File: src/rtl/qrgs_ram.sv
`timescale 1ns / 1ps
// ---------------------------------------------------------------------------
// qrgs_ram
// Generic single-write, single-read RAM with registered read data.
// ---------------------------------------------------------------------------
module qrgs_ram #(
  parameter int unsigned WIDTH = 32,
  parameter int unsigned DEPTH = 16,
  localparam int unsigned AW   = (DEPTH > 1) ? $clog2(DEPTH) : 1
) (
  input  logic             clk_i,
  input  logic             we_i,
  input  logic [AW-1:0]    waddr_i,
  input  logic [WIDTH-1:0] wdata_i,
  input  logic             re_i,
  input  logic [AW-1:0]    raddr_i,
  output logic [WIDTH-1:0] rdata_o
);

  logic [WIDTH-1:0] mem_q [DEPTH];
  logic [WIDTH-1:0] rdata_q;

  // write port
  always_ff @(posedge clk_i) begin
    if (we_i) begin
      mem_q[waddr_i] <= wdata_i;
    end
  end

  // registered read port, holds when not enabled
  always_ff @(posedge clk_i) begin
    if (re_i) begin
      rdata_q <= mem_q[raddr_i];
    end
  end

  assign rdata_o = rdata_q;

endmodule

File: config.mk
export PLATFORM = sky130hd
export DESIGN_NAME = qrgs_ram
export DESIGN_NICKNAME = d
export VERILOG_FILES = /design/src/rtl/qrgs_ram.sv
export SDC_FILE = /design/constraint.sdc
export NUM_CORES = 1
export LEC_CHECK = 0
export BUFFER_PORTS_ARGS = -buffer_cell sky130_fd_sc_hd__buf_2
export CAP_MARGIN = 20
export CORE_MARGIN = 3
export CORE_UTILIZATION = 55
export CTS_CLUSTER_DIAMETER = 200
export DETAILED_ROUTE_END_ITERATION = 8
export GPL_TIMING_DRIVEN = 0
export PLACE_DENSITY = 0.75
export SYNTH_ARGS = -nofsm -noshare
export SYNTH_HDL_FRONTEND = slang
export SYNTH_SLANG_ARGS = --single-unit
File: constraint.sdc
create_clock -name clk_i -period 4.7 [get_ports clk_i]
set_input_delay 1.41 -clock clk_i [delete_from_list [all_inputs] [get_ports clk_i]]
set_output_delay 1.41 -clock clk_i [all_outputs]
set_load 0.02 [all_outputs]
After elaboration in Yosys (flattened, before gate mapping):

Memories as Yosys holds them, arrays and structs flattened. A register that Yosys moved wholly into a read port is not among the register bits.
Cells that the tools add are included.

* flip-flop bits (word level): 0
* memory bits (writable): 512
* input bits: 43
* memories kept: 1

* multiplexer cells: 2

Memory list
* mem_q: words 16, width 32, read ports 1, clocked after memory_dff 1, write ports 1, line 20 `logic [WIDTH-1:0] mem_q [DEPTH];`

Operators by type and width (count)
* 1-bit 2-to-1 mux: 2

Depth between registers and ports, before layout:

* word-level depth: 2
* mapped depth: 5
* mapped depth without buffers: 3

Least setup slack after synthesis:

OpenSTA, ideal clock, no wires.

* path type: input -> register
* start point: input waddr_i[2]
* end point: memory mem_q[0][0] (enable)
* arrival: 4128 ps
* data required time: 4239 ps
* slack: 110 ps
* stages: 2
* buffers on the path: 0
* cells stage by stage: or3b_2 nor3_1

RTL lines
* from (decl): line 13 `input logic [AW-1:0] waddr_i,`
* to (decl): line 20

No word-level cell before the write port.

==> flow_results.xml <==
<?xml version="1.0" encoding="UTF-8"?>
<metrics>
  <group name="finish">
    <metric name="layout-drive-gt1-share" unit="%">31.6</metric>
    <metric name="area.sequential" unit="mm2">0.0163</metric>
    <metric name="fin_nets" unit="">1034</metric>
    <metric name="utilization" unit="%">64.9</metric>
    <metric name="flow.area_growth_from_synthesis" unit="%">15.3</metric>
    <metric name="num-fill-cells" unit="">2229</metric>
    <metric name="multi_input_area" unit="mm2">0.00373</metric>
  </group>
  <group name="power_and_ir_drop">
    <metric name="power-per-cell-area" unit="mW/mm2">430</metric>
    <metric name="power.ir.vdd_worst" unit="uV">303</metric>
    <metric name="overall_power_consumption" unit="W">0.00999</metric>
    <metric name="p_leak" unit="nW">7.43</metric>
  </group>
  <group name="route">
    <metric name="via_per_inst" unit="">6.33</metric>
    <metric name="route.detailed.drc" unit="">0</metric>
    <metric name="route.detailed.wl_per_inst" unit="um">28.8</metric>
    <metric name="drt_first_iter_violations" unit="">1176</metric>
    <metric name="antenna_violating_nets_post_route" unit="">0</metric>
    <metric name="sum_of_routed_wire_length_over_all_layers" unit="um">43100</metric>
    <metric name="num_vias" unit="">9458</metric>
    <metric name="drtPass1Iterations" unit="">5</metric>
  </group>
  <group name="clock_network">
    <metric name="cts_tree" unit="">built</metric>
    <metric name="clock_sinks" unit="">544</metric>
    <metric name="root_buffer" unit="">sky130_fd_sc_hd__clkbuf_16</metric>
    <metric name="cts_post_setup_buffers_inserted" unit="">0</metric>
    <metric name="h_tree_lvls" unit="">2</metric>
    <metric name="cts_made_buffers" unit="">52</metric>
    <metric name="post_cts_resize_count" unit="">0</metric>
    <metric name="hold_buffers" unit="">0</metric>
    <metric name="insertion_delay" unit="ns">0.56</metric>
    <metric name="clkSlewWorstSetupHoldPaths" unit="ns">0.06</metric>
    <metric name="clock_path_buffers" unit="">3</metric>
  </group>
  <group name="hold_path">
    <metric name="worstHoldPathCells" unit="">3</metric>
    <metric name="worst_hold_startpoint" unit="">mem_q[15][2]</metric>
    <metric name="min_delay_worst_endpoint" unit="">rdata_o[2]</metric>
    <metric name="holdCritPathClass" unit="">reg2reg</metric>
  </group>
  <group name="placement">
    <metric name="dp_hpwl" unit="um">25800</metric>
    <metric name="numPortBuffers" unit="">72</metric>
    <metric name="place_congestion" unit="">0.733</metric>
  </group>
  <group name="sta">
    <metric name="final-max-slew-violation-count" unit="">0</metric>
    <metric name="period_minus_slack" unit="ns">2.98</metric>
    <metric name="final_hold_vios" unit="">0</metric>
    <metric name="max_freq" unit="GHz">0.335</metric>
    <metric name="relSlewSlack" unit="%">32.4</metric>
    <metric name="grt_setup_unrepaired" unit="">no</metric>
    <metric name="timing.final.setup_violations" unit="">0</metric>
    <metric name="worst_clock_skew" unit="ns">0.0194</metric>
    <metric name="final.period_utilization" unit="%">63.5</metric>
    <metric name="tightestPinTransition" unit="ns">1.01</metric>
  </group>
  <group name="synth">
    <metric name="netlist_area" unit="mm2">0.0202</metric>
    <metric name="synth.avg_cell_area" unit="um2">24.1</metric>
    <metric name="synth.yosys.seq_area_share" unit="%">81.0</metric>
    <metric name="synthesis_stage_register_bit_count" unit="">544</metric>
    <metric name="synthDistinctLibCells" unit="">17</metric>
    <metric name="synthCells" unit="">838</metric>
    <metric name="synth_fp_nets" unit="">881</metric>
    <metric name="synth-warning-count" unit="">0</metric>
  </group>
  <group name="grt">
    <metric name="globalRoute.totalOverflow" unit="">0</metric>
    <metric name="grt_pass1_wl" unit="um">64100</metric>
    <metric name="grt_antenna_before_repair" unit="">3</metric>
    <metric name="largest_net_degree_at_the_start_of_global_routing" unit="">33</metric>
    <metric name="grtUsageTotal" unit="%">22.7</metric>
    <metric name="vias_in_the_first_global_route" unit="">9775</metric>
  </group>
  <group name="floorplan">
    <metric name="floorplan_core_area" unit="mm2">0.0358</metric>
    <metric name="ioPinCount" unit="">75</metric>
    <metric name="dieWidth" unit="um">198</metric>
    <metric name="placement_rows" unit="">69</metric>
    <metric name="fp.dieH" unit="um">198</metric>
    <metric name="initial_utilization" unit="%">56.3</metric>
    <metric name="die_area" unit="mm2">0.0390</metric>
  </group>
  <group name="worst_setup_path">
    <metric name="r2r_slack" unit="ns">3.18</metric>
    <metric name="startpoint_type" unit="">input port</metric>
    <metric name="path_max_fanout" unit="">10</metric>
    <metric name="critical_path.reg2reg.endpoint" unit="">rdata_o[11]</metric>
    <metric name="reg2regPathDepth" unit="">3</metric>
    <metric name="critical_path.reg2reg.startpoint" unit="">mem_q[11][11]</metric>
    <metric name="critPathArrivalTime" unit="ns">3.28</metric>
    <metric name="critical_path_required" unit="ns">4.99</metric>
    <metric name="endpoint_kind" unit="">register</metric>
    <metric name="crit_type" unit="">in2reg</metric>
  </group>
  <group name="status">
    <metric name="run_status" unit="">complete, no violations</metric>
  </group>
  <group name="flow_run">
    <metric name="drv.max_cap_violation_count" unit="">0</metric>
  </group>
</metrics>
## worst max-delay path, cell delays in order
cell                      delay, ns
sky130_fd_sc_hd__buf_2         0.26
sky130_fd_sc_hd__buf_1         0.80
sky130_fd_sc_hd__mux4_2        0.44
sky130_fd_sc_hd__a22oi_1       0.23
sky130_fd_sc_hd__nand2_1       0.14
## cell families after synthesis
| family | count (synthesis) | synth area share (%) |
|---|---|---|
| AO/OA/AOI/OAI | 64 | 2.38 |
| buffers and inverters | 43 | 1.10 |
| flip-flops | 544 | 81.0 |
| multiplexers | 128 | 14.3 |
| AND/OR/NAND/NOR | 59 | 1.25 |
## layout make-up
class,instances,area share [%]
Clock inverter,24,0.936
Clock buffer,71,5.99
Tap cell,461,2.48
Sequential cell,544,70.2
Buffer,43,0.958
Antenna cell,1,0.0108
Multi-Input combinational cell,251,16.0
Timing Repair Buffer,99,3.37
## metal layers
layer | vias to the layer above | share of wire, % | global-route usage [%]
li1 | 3918 | - | -
met1 | 4962 | 40 | 33.8
met2 | 505 | 49 | 36.0
met3 | 69 | 9.2 | 4.55
met4 | 4 | 1.8 | 4.98
met5 | - | 0.049 | 0
## where the power goes
| group | switching [W] | internal (W) |
|---|---|---|
| sequential | 0.0000283 | 0.00547 |
| combinational | 0.000319 | 0.000200 |
| clock | 0.00169 | 0.00229 |
| total | 0.00204 | 0.00796 |
## cell usage after synthesis, drive strengths merged
cell	number	area share, %
nor3	4	0.099
nand2	33	0.61
nand3b	2	0.074
buf	26	0.79
a22oi	64	2.4
nor2	13	0.24
or3b	1	0.043
edfxtp	544	81
clkbuf	17	0.32
nor2b	2	0.062
and2	1	0.031
nand3	1	0.025
mux4	128	14
nand2b	2	0.062
## worst max-delay path by stage
| stage | start | to | slack (ns) | depth (start not counted) |
|---|---|---|---|---|
| after floorplan | waddr_i[2] | mem_q[0][0] | 0.11 | 2 |
| after global placement | waddr_i[2] | mem_q[0][3] | -2.44 | 3 |
| after detailed placement | waddr_i[2] | mem_q[8][6] | 1.17 | 5 |
| after CTS | waddr_i[2] | mem_q[8][1] | 1.71 | 5 |
| after global routing | raddr_i[1] | rdata_o[11] | 1.61 | 5 |
| final | raddr_i[1] | rdata_o[11] | 1.72 | 5 |
## metrics by stage
| step | instances | setup TNS, ns | instance area (um2) | hold slack [ns] | setup slack (ns) |
|---|---|---|---|---|---|
| 4_1_cts | 1493 | 0 | 23300 | 0.745 | 1.71 |
| 3_5_place_dp | 1398 | 0 | 21600 | 0.730 | 1.17 |
| 2_1_floorplan | 838 | 0 | 20200 | 0.710 | 0.110 |
| 3_3_place_gp | 1371 | -440.37 | 21100 | 0.721 | -2.44 |
| 6_report | 1494 | 0 | 23300 | 0.742 | 1.72 |
| 5_1_grt | 1494 | 0 | 23300 | 0.758 | 1.61 |
## flip-flops by register name (all words and copies together) (netlist names)
| signal | cells |
|---|---|
| mem_q | 512 |
| rdata_o | 32 |
## layout by cell type (no fill, tap or decap)
cell type,n
sky130_fd_sc_hd__edfxtp_1,544
sky130_fd_sc_hd__mux4_2,128
sky130_fd_sc_hd__buf_2,76
sky130_fd_sc_hd__a22oi_1,64
sky130_fd_sc_hd__clkbuf_16,53
sky130_fd_sc_hd__clkbuf_1,35
sky130_fd_sc_hd__nand2_1,33
sky130_fd_sc_hd__buf_4,13
sky130_fd_sc_hd__buf_6,13
sky130_fd_sc_hd__nor2_4,12
sky130_fd_sc_hd__clkinv_1,12
sky130_fd_sc_hd__buf_12,10
sky130_fd_sc_hd__buf_1,9
sky130_fd_sc_hd__nor3_2,4
sky130_fd_sc_hd__clkinv_2,4
sky130_fd_sc_hd__bufinv_16,4
sky130_fd_sc_hd__nor2b_1,2
sky130_fd_sc_hd__nand3b_1,2
sky130_fd_sc_hd__nand2b_1,2
sky130_fd_sc_hd__inv_6,2
sky130_fd_sc_hd__clkinvlp_4,2
sky130_fd_sc_hd__buf_16,2
sky130_fd_sc_hd__buf_8,2
sky130_fd_sc_hd__diode_2,1
sky130_fd_sc_hd__and2_1,1
sky130_fd_sc_hd__nor2_1,1
sky130_fd_sc_hd__nand3_1,1
sky130_fd_sc_hd__or3b_2,1
Note: power is estimated with default switching activity, not from simulation.
