==> src/rtl/qrgs_pkg.sv <==
`timescale 1ns / 1ps
// ---------------------------------------------------------------------------
// qrgs_pkg
// Shared types and constants of the Gram-Schmidt QR unit.
// ---------------------------------------------------------------------------
package qrgs_pkg;

  // default sizes
  localparam int unsigned DEF_MAX_ROWS   = 4;
  localparam int unsigned DEF_MAX_COLS   = 4;
  localparam int unsigned DEF_DATA_WIDTH = 32;

  // element width in the stores and on the ports
  localparam int unsigned ELEM_W = 32;

  // configuration port
  localparam int unsigned CFG_W     = 3;
  localparam int unsigned CFG_IDX_W = 1;
  localparam logic [CFG_IDX_W-1:0] CFG_ROWS = 1'b0;
  localparam logic [CFG_IDX_W-1:0] CFG_COLS = 1'b1;

  // iteration counts of the sqrt / divide unit
  localparam int unsigned SQRT_STEPS = 32;
  localparam int unsigned DIV_STEPS  = 48;

  // input request payload
  typedef struct packed {
    logic signed [ELEM_W-1:0] elem_value;
  } qrgs_item_t;

  // result payload
  typedef struct packed {
    logic                     which_matrix;
    logic [1:0]               out_row;
    logic [1:0]               out_col;
    logic signed [ELEM_W-1:0] out_value;
    logic                     degenerate;
    logic                     last_result;
  } qrgs_res_t;

  // sqrt / divide unit operation
  typedef enum logic {
    OP_SQRT = 1'b0,
    OP_DIV  = 1'b1
  } qrgs_op_e;

  typedef struct packed {
    logic     go;
    qrgs_op_e op;
  } qrgs_iter_req_t;

  typedef struct packed {
    logic done;
  } qrgs_iter_rsp_t;

endpackage

==> src/rtl/qrgs_iter.sv <==
`timescale 1ns / 1ps
// ---------------------------------------------------------------------------
// qrgs_iter
// Shared iterative unit: 64-bit integer square root (one result bit per
// cycle) and 48-bit by 32-bit restoring division (one quotient bit per cycle).
// ---------------------------------------------------------------------------
module qrgs_iter (
  input  logic                     clk_i,
  input  logic                     rst_ni,
  input  qrgs_pkg::qrgs_iter_req_t req_i,
  input  logic [63:0]              opa_i,
  input  logic [31:0]              den_i,
  output qrgs_pkg::qrgs_iter_rsp_t rsp_o,
  output logic [63:0]              result_o
);
  import qrgs_pkg::*;

  logic        busy_q, busy_d;
  logic        done_q, done_d;
  qrgs_op_e    op_q, op_d;
  logic [5:0]  cnt_q, cnt_d;
  logic [63:0] v_q, v_d;       // sqrt remainder
  logic [63:0] r_q, r_d;       // root or quotient
  logic [63:0] bit_q, bit_d;   // sqrt trial bit
  logic [31:0] rem_q, rem_d;   // division remainder
  logic [47:0] num_q, num_d;   // dividend, shifted out msb first
  logic [31:0] den_q, den_d;

  logic [63:0] trial;
  logic [32:0] rem_n;

  assign trial = r_q + bit_q;
  assign rem_n = {rem_q, num_q[47]};

  always_comb begin
    busy_d = busy_q;
    done_d = 1'b0;
    op_d   = op_q;
    cnt_d  = cnt_q;
    v_d    = v_q;
    r_d    = r_q;
    bit_d  = bit_q;
    rem_d  = rem_q;
    num_d  = num_q;
    den_d  = den_q;

    if (req_i.go) begin
      // start a new operation
      busy_d = 1'b1;
      op_d   = req_i.op;
      r_d    = '0;
      v_d    = opa_i;
      bit_d  = 64'd1 << 62;
      num_d  = opa_i[47:0];
      rem_d  = '0;
      den_d  = den_i;
      cnt_d  = (req_i.op == OP_SQRT) ? 6'(SQRT_STEPS - 1) : 6'(DIV_STEPS - 1);
    end else if (busy_q) begin
      case (op_q)
        OP_SQRT: begin
          if (v_q >= trial) begin
            v_d = v_q - trial;
            r_d = (r_q >> 1) + bit_q;
          end else begin
            r_d = r_q >> 1;
          end
          bit_d = bit_q >> 2;
        end
        OP_DIV: begin
          if (rem_n >= {1'b0, den_q}) begin
            rem_d = 32'(rem_n - {1'b0, den_q});
            r_d   = {r_q[62:0], 1'b1};
          end else begin
            rem_d = rem_n[31:0];
            r_d   = {r_q[62:0], 1'b0};
          end
          num_d = {num_q[46:0], 1'b0};
        end
        default: ;
      endcase
      if (cnt_q == '0) begin
        busy_d = 1'b0;
        done_d = 1'b1;
      end else begin
        cnt_d = cnt_q - 6'd1;
      end
    end
  end

  // control state
  always_ff @(posedge clk_i or negedge rst_ni) begin
    if (!rst_ni) begin
      busy_q <= 1'b0;
      done_q <= 1'b0;
      op_q   <= OP_SQRT;
      cnt_q  <= '0;
    end else begin
      busy_q <= busy_d;
      done_q <= done_d;
      op_q   <= op_d;
      cnt_q  <= cnt_d;
    end
  end

  // datapath
  always_ff @(posedge clk_i) begin
    v_q   <= v_d;
    r_q   <= r_d;
    bit_q <= bit_d;
    rem_q <= rem_d;
    num_q <= num_d;
    den_q <= den_d;
  end

  assign rsp_o.done = done_q;
  assign result_o   = r_q;

endmodule

==> config.mk <==
export PLATFORM = sky130hd
export DESIGN_NAME = qrgs_iter
export DESIGN_NICKNAME = d
export VERILOG_FILES = /design/src/rtl/qrgs_pkg.sv /design/src/rtl/qrgs_iter.sv
export SDC_FILE = /design/constraint.sdc
export NUM_CORES = 1
export LEC_CHECK = 0
export ABC_CLOCK_PERIOD_IN_PS = 8750
export BUFFER_PORTS_ARGS = -buffer_cell sky130_fd_sc_hd__buf_2
export CORE_ASPECT_RATIO = 2
export CORE_UTILIZATION = 55
export CTS_CLUSTER_DIAMETER = 40
export DETAILED_ROUTE_END_ITERATION = 10
export PLACE_DENSITY = 0.84
export SLEW_MARGIN = 10
export SYNTH_ARGS = -nofsm -noshare
export SYNTH_HDL_FRONTEND = slang
export SYNTH_SLANG_ARGS = --single-unit
==> constraint.sdc <==
create_clock -name clk_i -period 8.75 [get_ports clk_i]
set_input_delay 1.75 -clock clk_i [delete_from_list [all_inputs] [get_ports clk_i]]
set_output_delay 1.75 -clock clk_i [all_outputs]
set_load 0.03 [all_outputs]
; After elaboration in Yosys (flattened, before gate mapping)
; Index checks and enable logic that the tools add are counted.
[classes]
addsub = 5
reduce_logical = 9
mux = 21
n_eq_ne = 2
order_cmp = 2
bitwise_logic = 1
[op_table]
columns = operator, n
row1 = $mux W64, 5
row2 = $mux W48, 3
row3 = $pmux W64 S2, 1
row4 = $add A63 B63 Y64, 1
row5 = $add A64 B63 Y64, 1
row6 = $ge A64 B64 Y1, 1
row7 = $sub A64 B64 Y64, 1
row8 = $ge A33 B32 Y1, 1
row9 = $mux W32, 1
row10 = $sub A32 B32 Y32, 1
row11 = $mux W6, 4
row12 = $reduce_and A2 Y1, 4
row13 = $mux W1, 7
row14 = $logic_not A6 Y1, 1
row15 = $reduce_bool A2 Y1, 3
row16 = $sub A6 B1 Y6 const B, 1
row17 = $ne A2 B2 Y1 const B, 2
row18 = $reduce_and A3 Y1, 1
row19 = $not A1 Y1, 1
[totals]
input_bits = 100
register_bits = 281
output_inout_bits = 65
word_cells = 50

; Logic depth before layout (Yosys ltp)
; Gate-level depths: netlist of run 1.
[depth]
word_depth = 6
ltp_mapped = 26
mapped_depth_nobuf = 23

; Worst setup path after synthesis of run 1
; No wires, ideal clock.
[synth_timing]
path_type = reg2reg
from = register r_q[12] (netlist: result_o[12])
to = register v_q[0], enable pin
required_ns = 8.326
arrival_time_ns = 6.052
setup_ns = 0.424
n_path_buf = 2
setup_slack_ns = 2.274
period_less_slack_ns = 6.476
stages_incl_launch_ff = 23
path_cell_list = dfxtp_1 > ha_1 > a31o_2 > and2_1 > a31oi_1 > o21ai_1 > a31oi_1 > o21bai_1 > a21o_1 > and3_1 > o21ai_1 > xor2_1 > ha_1 > clkbuf_1 > nand4_1 > or3_1 > nand2b_1 > o21ai_0 > a21oi_2 > nand2_1 > clkbuf_1 > nand2_1 > nand2_1
[synth_between]
elab_chain_cells = 4
[synth_lines]
columns = element, line_no
row1 = from (decl), qrgs_iter.sv:23  ; logic [63:0] r_q, r_d;
row2 = from (signal assigned), qrgs_iter.sv:108  ; r_q <= r_d;
row3 = $add A64 B63 Y64, qrgs_iter.sv:32  ; assign trial = r_q + bit_q;
row4 = $ge A64 B64 Y1, qrgs_iter.sv:61  ; if (v_q >= trial) begin
row5 = $reduce_bool A2 Y1 (no line), --
row6 = $reduce_and A3 Y1 (no line), --
row7 = to (signal assigned), qrgs_iter.sv:107  ; v_q <= v_d;
row8 = to (decl), qrgs_iter.sv:22  ; logic [63:0] v_q, v_d;
; No other way between the ends.
; A chain may end at the register's enable or synchronous reset.

; Worst setup path after layout of run 1
[layout_timing]
from = register r_q[0] (netlist: result_o[0])
to = register v_q[15], enable pin
; Same word-level chain as after synthesis.

==> key figures, run 1 <==
Status
  • Status: completed

Global routing
  • GRT Total Usage: 0.332
  • Initial antenna violation count: 0
  • Grt ovf: 0
  • Largest net degree at the start of global routing: about 150
  • First-pass GRT wire length: 107,000 um
  • Vias in the first global route: ~21,000

Layout
  • Final Cell Area: 24,300 sq um
  • Final Non-Filler Cells: roughly 3,300
  • Area added between synthesis and finish: 10.6%
  • Util after Layout: 0.617
  • Layout cells sized above 1: 0.112
  • Fillers: 3,508
  • Final nets: around 3,000
  • Ant. Diodes: 0

Worst setup path
  • Crit path to: v_q[15]
  • Worst R2R Path Depth: 23
  • CP startpoint: result_o[0]
  • CP bufs+invs: 1
  • CP Depth: 23
  • Critical path class: register to register
  • Crit start category: register
  • Worst EP arrival: about 6.9 ns
  • CP endpoint kind: register
  • CP delay by family, top: compound AO/OA/AOI/OAI gates
  • CP max FO: 64
  • WP data required: approximately 9 ns
  • Reg2reg start: result_o[0]
  • Reg2reg end: v_q[15]
  • Cells along the critical path: ha_1, ha_1, a211oi_1, o31ai_1, a31oi_1, o21ai_1, a31oi_1, o211ai_1, a31oi_1, nor2b_1, o21ai_0, xor2_1, ha_1, nand2_1, o21a_1, o21ai_0, a41oi_1, o21ai_0, a21oi_2, nand2_2, nand2_1, nand2_2, buf_12
  • Slowest-stage cell, CP: a31oi_1
  • R2R Setup Slk: 2.08 ns
  • Critical path's largest stage delay: approximately 0.46 ns

Clock tree
  • Hold Buf Count CTS: 0
  • Worst-path clk slew: about 0.060 ns
  • Post-cts sizing count: 0
  • Clk_lat worst skew: 0.56 ns
  • H-tree Lvls: 2
  • # Post-CTS Setup Buffers: 0
  • Total CTS buffers: 38
  • CTS tree: done
  • Root Buffer: clkbuf_16
  • Clk buf depth: 3
  • CTS sink cnt: 281

Timing
  • Worst Max-Slew Pin Slew: approximately 1.1 ns
  • Fin. Hold Viols: 0
  • Max-slew headroom: 0.293
  • Max Fclk: approximately 0.15 GHz
  • Final setup margin: between 2 and 2.5 ns
  • Final worst-path cycle share: 0.762
  • Fin Clk Skew: 0.0205 ns
  • Hold WS: 0.477 ns
  • Post-route minimum period: about 6.7 ns
  • Max Transition Viols Final: 0
  • Setup_tns: 0 ns
  • RSZ-0062 raised after global routing: false
  • Final setup violating endpoints: 0

Route
  • Drt first pass iters: 5
  • Met2 Wirelength: approximately 35,000 um
  • Drt wl/cell: slightly above 20 um
  • DR WL met3: ~3800 um
  • DR vias: 21,273
  • DRT iter0 DRCs: 1,486
  • Vias per inst: 6.39
  • Final ANT Viol Nets: 0
  • WL met1: 25,000 um
  • Routed wire length: just under 70,000 um
  • Top routing layer in use: met4
  • DR DRC count: 0

Die
  • Core area: about 39,000 sq um
  • Die ar.: between 40,000 and 50,000 sq um
  • Ports: roughly 170
  • Die width: ~140 um
  • Row count: between 100 and 150
  • Initial Util: 0.558
  • Die height: between 200 and 300 um

Synthesis
  • Top-area cell type share of the netlist area: 0.196
  • Async set or reset register ratio after synthesis: 0.0320
  • Post-synth EDFFs: between 100 and 150
  • Area leader, netlist: edfxtp_1
  • Sequential share of the synthesized area: 0.323
  • Yosys warnings: 0
  • Post-synth top flop: edfxtp_1
  • Net count after synthesis: just under 3,000
  • #FFs+latches synth: about 280
  • Synth area leaders: edfxtp_1, dfxtp_1, ha_1
  • Cells after Synth: 2,705
  • Yosys cell types: 91
  • Mapped Area: about 22,000 sq um
  • Syn_area_per_cell: slightly above 8 sq um

Place
  • Post-DP HPWL: between 50,000 and 60,000 um
  • Post-Place Cell Area: about 23,000 sq um
  • Post-placement cell count: about 3,300
  • I/O Buffers: about 160
  • Pre-CTS setup slack: ~2.3 ns
  • Final GP Congestion: between 0.9 and 1

Pwr
  • Leakage power total: about 10 nW
  • Pwr dens: between 300 and 400 nW/um^2
  • Maximum vdd drop: between 0.2 and 0.25 mV
  • Power consumption: 7.62 mW

Run
  • Max cap viols: 0

Worst hold path
  • Worst Hold Path Cells: 2
  • Worst min-delay path category: register to register
==> cells in the final DEF (no fill, tap or decap), types with 48 or more instances in the layout <==
master / Yosys / routed
dfxtp_1: 128 / 128
a21o_1: 68 / 68
a21oi_1: 199 / 199
nand3_1: 48 / 48
inv_1: 132 / 131
o21ai_0: 267 / 267
nor2_1: 171 / 168
nor3_1: 49 / 49
nand2_1: 369 / 367
edfxtp_1: 144 / 144
buf_2: 23 / 163
ha_1: 164 / 164
xor2_1: 95 / 95
a31oi_1: 72 / 72
xnor2_1: 89 / 89
==> sequential cells by signal (all words and copies together) (netlist names) <==
| register | cells |
|---|---|
| busy_q | 1 |
| rem_q | 32 |
| num_q | 48 |
| rsp_o | 1 |
| op_q | 1 |
| v_q | 64 |
| bit_q | 32 |
| den_q | 32 |
| cnt_q | 6 |
| result_o | 64 |
==> worst min-delay path: cells and delay by family, from the launching register on <==
family | cells | cell delay, ns
flip-flops | 1 | 0.32
AND/OR/NAND/NOR | 1 | 0.06
AO/OA/AOI/OAI | 1 | 0.05
==> cells in the mapped netlist, drive strengths merged (47+ instances only) <==
| master | n |
|---|---|
| a21o | 68 |
| a21oi | 201 |
| a31oi | 73 |
| clkbuf | 118 |
| dfxtp | 128 |
| edfxtp | 144 |
| ha | 164 |
| inv | 132 |
| nand2 | 369 |
| nand3 | 48 |
| nand4 | 47 |
| nor2 | 171 |
| nor3 | 49 |
| o21ai | 282 |
| xnor2 | 89 |
| xor2 | 95 |
==> how the worst min path moves through the flow <==
stage | slack, ns | end | start
5_1_grt | 0.49 | rem_q[27] | rem_q[27]
6_report | 0.48 | rem_q[27] | rem_q[27]
3_5_place_dp | 0.47 | rem_q[27] | rem_q[27]
4_1_cts | 0.48 | rem_q[27] | rem_q[27]
3_3_place_gp | 0.46 | rem_q[27] | rem_q[27]
2_1_floorplan | 0.45 | rem_q[27] | rem_q[27]
==> area by class of cell <==
| class | instances | area, sq um | share of cell area |
|---|---|---|---|
| Multi-Input combinational cell | 2138 | 13800 | 0.566 |
| Sequential cell | 281 | 7110 | 0.292 |
| Clock buffer | 45 | 1020 | 0.0418 |
| Timing Repair Buffer | 181 | 982 | 0.0403 |
| Tap cell | 525 | 657 | 0.0270 |
| Inverter | 133 | 499 | 0.0205 |
| Clock inverter | 25 | 299 | 0.0123 |
==> report_power, final <==
group | internal (mW) | leakage (nW) | switching (mW)
clock network | 0.931 | 0.637 | 0.689
registers | 1.76 | 2.61 | 0.286
logic | 1.50 | 6.74 | 2.45
total | 4.19 | 9.98 | 3.43
==> layer usage <==
layer  GRT usage  up-vias
li1            -    10052
met1       0.361    10059
met2       0.600      909
met3      0.0378      253
met4       0.206        0
met5           0        -
==> kinds of logic (layout without fill, tap and decap cells) <==
group           count (synthesis)  count (layout)  share of synthesized area
buf+inv                       286             384                     0.0516
flops                         281             281                      0.323
mux                            29              29                     0.0133
simple gates                  844             844                      0.176
fa+ha+maj                     166             166                     0.0951
compound gates                915             915                      0.268
xor+xnor                      184             184                     0.0732
Power figures use the tool's default switching activity.
==> inputs of run 2 (changes only) <==
--- a/config.mk
+++ b/config.mk
@@ -5,13 +5,13 @@
 export SDC_FILE = /design/constraint.sdc
 export NUM_CORES = 1
 export LEC_CHECK = 0
-export ABC_CLOCK_PERIOD_IN_PS = 8750
+export ABC_CLOCK_PERIOD_IN_PS = 5900
 export BUFFER_PORTS_ARGS = -buffer_cell sky130_fd_sc_hd__buf_2
 export CORE_ASPECT_RATIO = 2
 export CORE_UTILIZATION = 55
 export CTS_CLUSTER_DIAMETER = 40
 export DETAILED_ROUTE_END_ITERATION = 10
-export PLACE_DENSITY = 0.84
+export PLACE_DENSITY = 0.87
 export SLEW_MARGIN = 10
 export SYNTH_ARGS = -nofsm -noshare
 export SYNTH_HDL_FRONTEND = slang
==> constraint.sdc (replaced) <==
create_clock -name clk_i -period 5.9 [get_ports clk_i]
set_input_delay 1.18 -clock clk_i [delete_from_list [all_inputs] [get_ports clk_i]]
set_output_delay 1.18 -clock clk_i [all_outputs]
set_load 0.03 [all_outputs]
==> run 2 against run 1 <==
Compared with the run above: non-clock buffer count rose by 55; total power rose by 50%; fmax grew 16%; count of clock-buffer cells in the layout fell by 3; critical path depth is 1 higher; flip-flop and latch count stayed put; sequential share of layout area decreased by 0.41 points; clock power grew 35%; combinational power increased by 59%; worst setup slack worse by 1.9 ns; global-route usage increased by 1.0 points; largest cell class unchanged.
==> key figures, run 2 (synthesized netlist as in run 1, its figures left out) <==
Route
  • Drt wl/cell: 20.8 um (+1.7%)
  • Routed wire length: 70,200 um (+3.2%)
  • DRT iter0 DRCs: 1,839 (+24%)
  • Final ANT Viol Nets: 0 (unchanged)
  • Drt first pass iters: 7 (+2)
  • DR vias: 21,767 (+2.3%)
  • DR DRC count: 0 (unchanged)
  • Vias per inst: 6.45 (+0.84%)

Clock tree
  • Worst-path clk slew: 0.06 ns (about the same)
  • H-tree Lvls: 2 (unchanged)
  • CTS tree: done
  • Root Buffer: clkbuf_16
  • Total CTS buffers: 36 (-5.3%)
  • Clk_lat worst skew: 0.54 ns (-0.02 ns)
  • Clk buf depth: 3 (unchanged)
  • CTS sink cnt: 281 (unchanged)

Timing
  • Max Fclk: 0.174 GHz (+16%)
  • Final setup violating endpoints: 0 (unchanged)
  • Final worst-path cycle share: 0.973 (+0.211)
  • Fin. Hold Viols: 0 (unchanged)
  • Max-slew headroom: 0.286 (-0.00692)
  • Max Transition Viols Final: 0 (unchanged)
  • Setup_tns: 0 ns (unchanged)
  • Hold WS: 0.473 ns (-0.00439 ns)
  • Worst Max-Slew Pin Slew: 1.06 ns (+0.00395 ns)
  • Fin Clk Skew: 0.0208 ns (+0.000381 ns)
  • Post-route minimum period: 5.74 ns (-0.928 ns)

Worst setup path
  • CP delay by family, top: compound AO/OA/AOI/OAI gates
  • Cells along the critical path: ha_1, nand4_1, o31ai_2, a31oi_2, o21ai_1, a31oi_2, o211ai_1, buf_4, nand2_1, o211ai_1, mux2i_1, nor2_1, ha_1, nand3_1, nor2_1, and4_2, nand2b_1, o21ai_0, a21oi_2, and2_1, buf_12, or3_1, a31oi_1, a22o_1
  • CP max FO: 48 (-25%)
  • Reg2reg start: bit_q[6]
  • Critical path class: register to register
  • CP endpoint kind: register
  • Critical path's largest stage delay: 0.43 ns (-0.03 ns)
  • Crit start category: register
  • R2R Setup Slk: 0.16 ns (-1.92 ns)
  • Worst EP arrival: 6.22 ns (-0.66 ns)
  • CP bufs+invs: 2 (+1)
  • Worst R2R Path Depth: 24 (+4.3%)
  • Slowest-stage cell, CP: ha_1
  • Crit path to: result_o[17]
  • Reg2reg end: result_o[17]
  • CP Depth: 24 (+4.3%)
  • CP startpoint: bit_q[6]
  • WP data required: 6.38 ns (-2.58 ns)

Die
  • Row count: 103 (unchanged)
  • Core area: 39,400 sq um (unchanged)
  • Initial Util: 0.558 (unchanged)
  • Ports: 165 (unchanged)
  • Die height: 285 um (unchanged)
  • Die width: 143 um (unchanged)
  • Die ar.: 40,900 sq um (unchanged)

Status
  • Status: completed

Layout
  • Ant. Diodes: 0 (unchanged)
  • Fillers: 3,411 (-2.8%)
  • Final nets: 3,092 (+1.7%)
  • Layout cells sized above 1: 0.131 (+0.0198)
  • Commonest non-fill, non-tap cell in the layout: nand2_1
  • Final Non-Filler Cells: 3,377 (+1.5%)
  • Util after Layout: 0.626 (+0.00898)
  • Most frequent cells in the layout: nand2_1, o21ai_0, a21oi_1, nor2_1, ha_1
  • Area added between synthesis and finish: 12.2%

Pwr
  • Pwr dens: 461 nW/um^2 (+47%)
  • Maximum vdd drop: 0.381 mV (+75%)
  • Leakage power total: 10.2 nW (+2.5%)
  • Power consumption: 11.4 mW (+50%)

Global routing
  • GRT Total Usage: 0.342 (+0.0103)
  • Initial antenna violation count: 0 (unchanged)
  • First-pass GRT wire length: 110,000 um (+3.0%)
  • Grt ovf: 0 (unchanged)
  • Largest net degree at the start of global routing: 78 (-47%)
  • Vias in the first global route: 21,560 (+3.4%)

Place
  • Final GP Congestion: 1.00 (+5.5%)
  • I/O Buffers: 164 (unchanged)
  • Post-DP HPWL: 51,700 um (+2.9%)
  • Post-placement cell count: 3,312 (+1.7%)

Run
  • Max cap viols: 0 (unchanged)

Worst hold path
  • Worst min-delay path category: register to register
-- run 2: how the worst min path moves through the flow --
| stage | start | to | slack, ns | depth (start not counted) |
|---|---|---|---|---|
| detailed placement | rem_q[27] | rem_q[27] | 0.46 | 2 |
| floorplan | rem_q[27] | rem_q[27] | 0.45 | 2 |
| global route | rst_ni | cnt_q[1] | 0.48 | 1 |
| global placement | rem_q[27] | rem_q[27] | 0.46 | 2 |
| finish | rem_q[27] | rem_q[27] | 0.47 | 2 |
| CTS | rst_ni | cnt_q[4] | 0.47 | 1 |
-- run 2: power breakdown --
part / total, mW / switching (mW) / internal (mW)
clock: 2.18 / 0.944 / 1.24
sequential: 2.92 / 0.309 / 2.61
combinational: 6.28 / 3.90 / 2.39
-- run 2: layout make-up --
class / instances / area [sq um] / area share
well taps: 525 / 657 / 0.0266
flip-flops and latches: 281 / 7110 / 0.288
multi-input cells: 2138 / 13900 / 0.561
clock buffers: 42 / 955 / 0.0386
clock inverters: 22 / 204 / 0.00826
inverters: 133 / 499 / 0.0202
repair buffers: 236 / 1410 / 0.0570
-- run 2: routing by layer --
metal	track usage	vias up	routed length, um
met5	0	-	0
met4	0.249	0	5670
met3	0.0435	360	4310
met2	0.600	1066	35200
met1	0.372	10216	25000
li1	-	10125	-
-- run 2: per-stage QoR --
step	cell area, sq um	setup WS, ns
after floorplan	22000	0.0195
after global placement	23400	0.206
after detailed placement	23400	0.172
after CTS	24600	0.132
after global routing	24700	-0.0890
final	24700	0.158
-- run 2: worst min-delay path, cell delays in order, from the launching register on --
cell and delay [ns]:
dfxtp_1 0.32, nand2_1 0.05, o21ai_1 0.05
-- run 2: repair_timing --
item	CTS	global route
resized for setup	0	19
buffers inserted	0	1
hold buffers	0	0
endpoints found under the setup margin	0	142
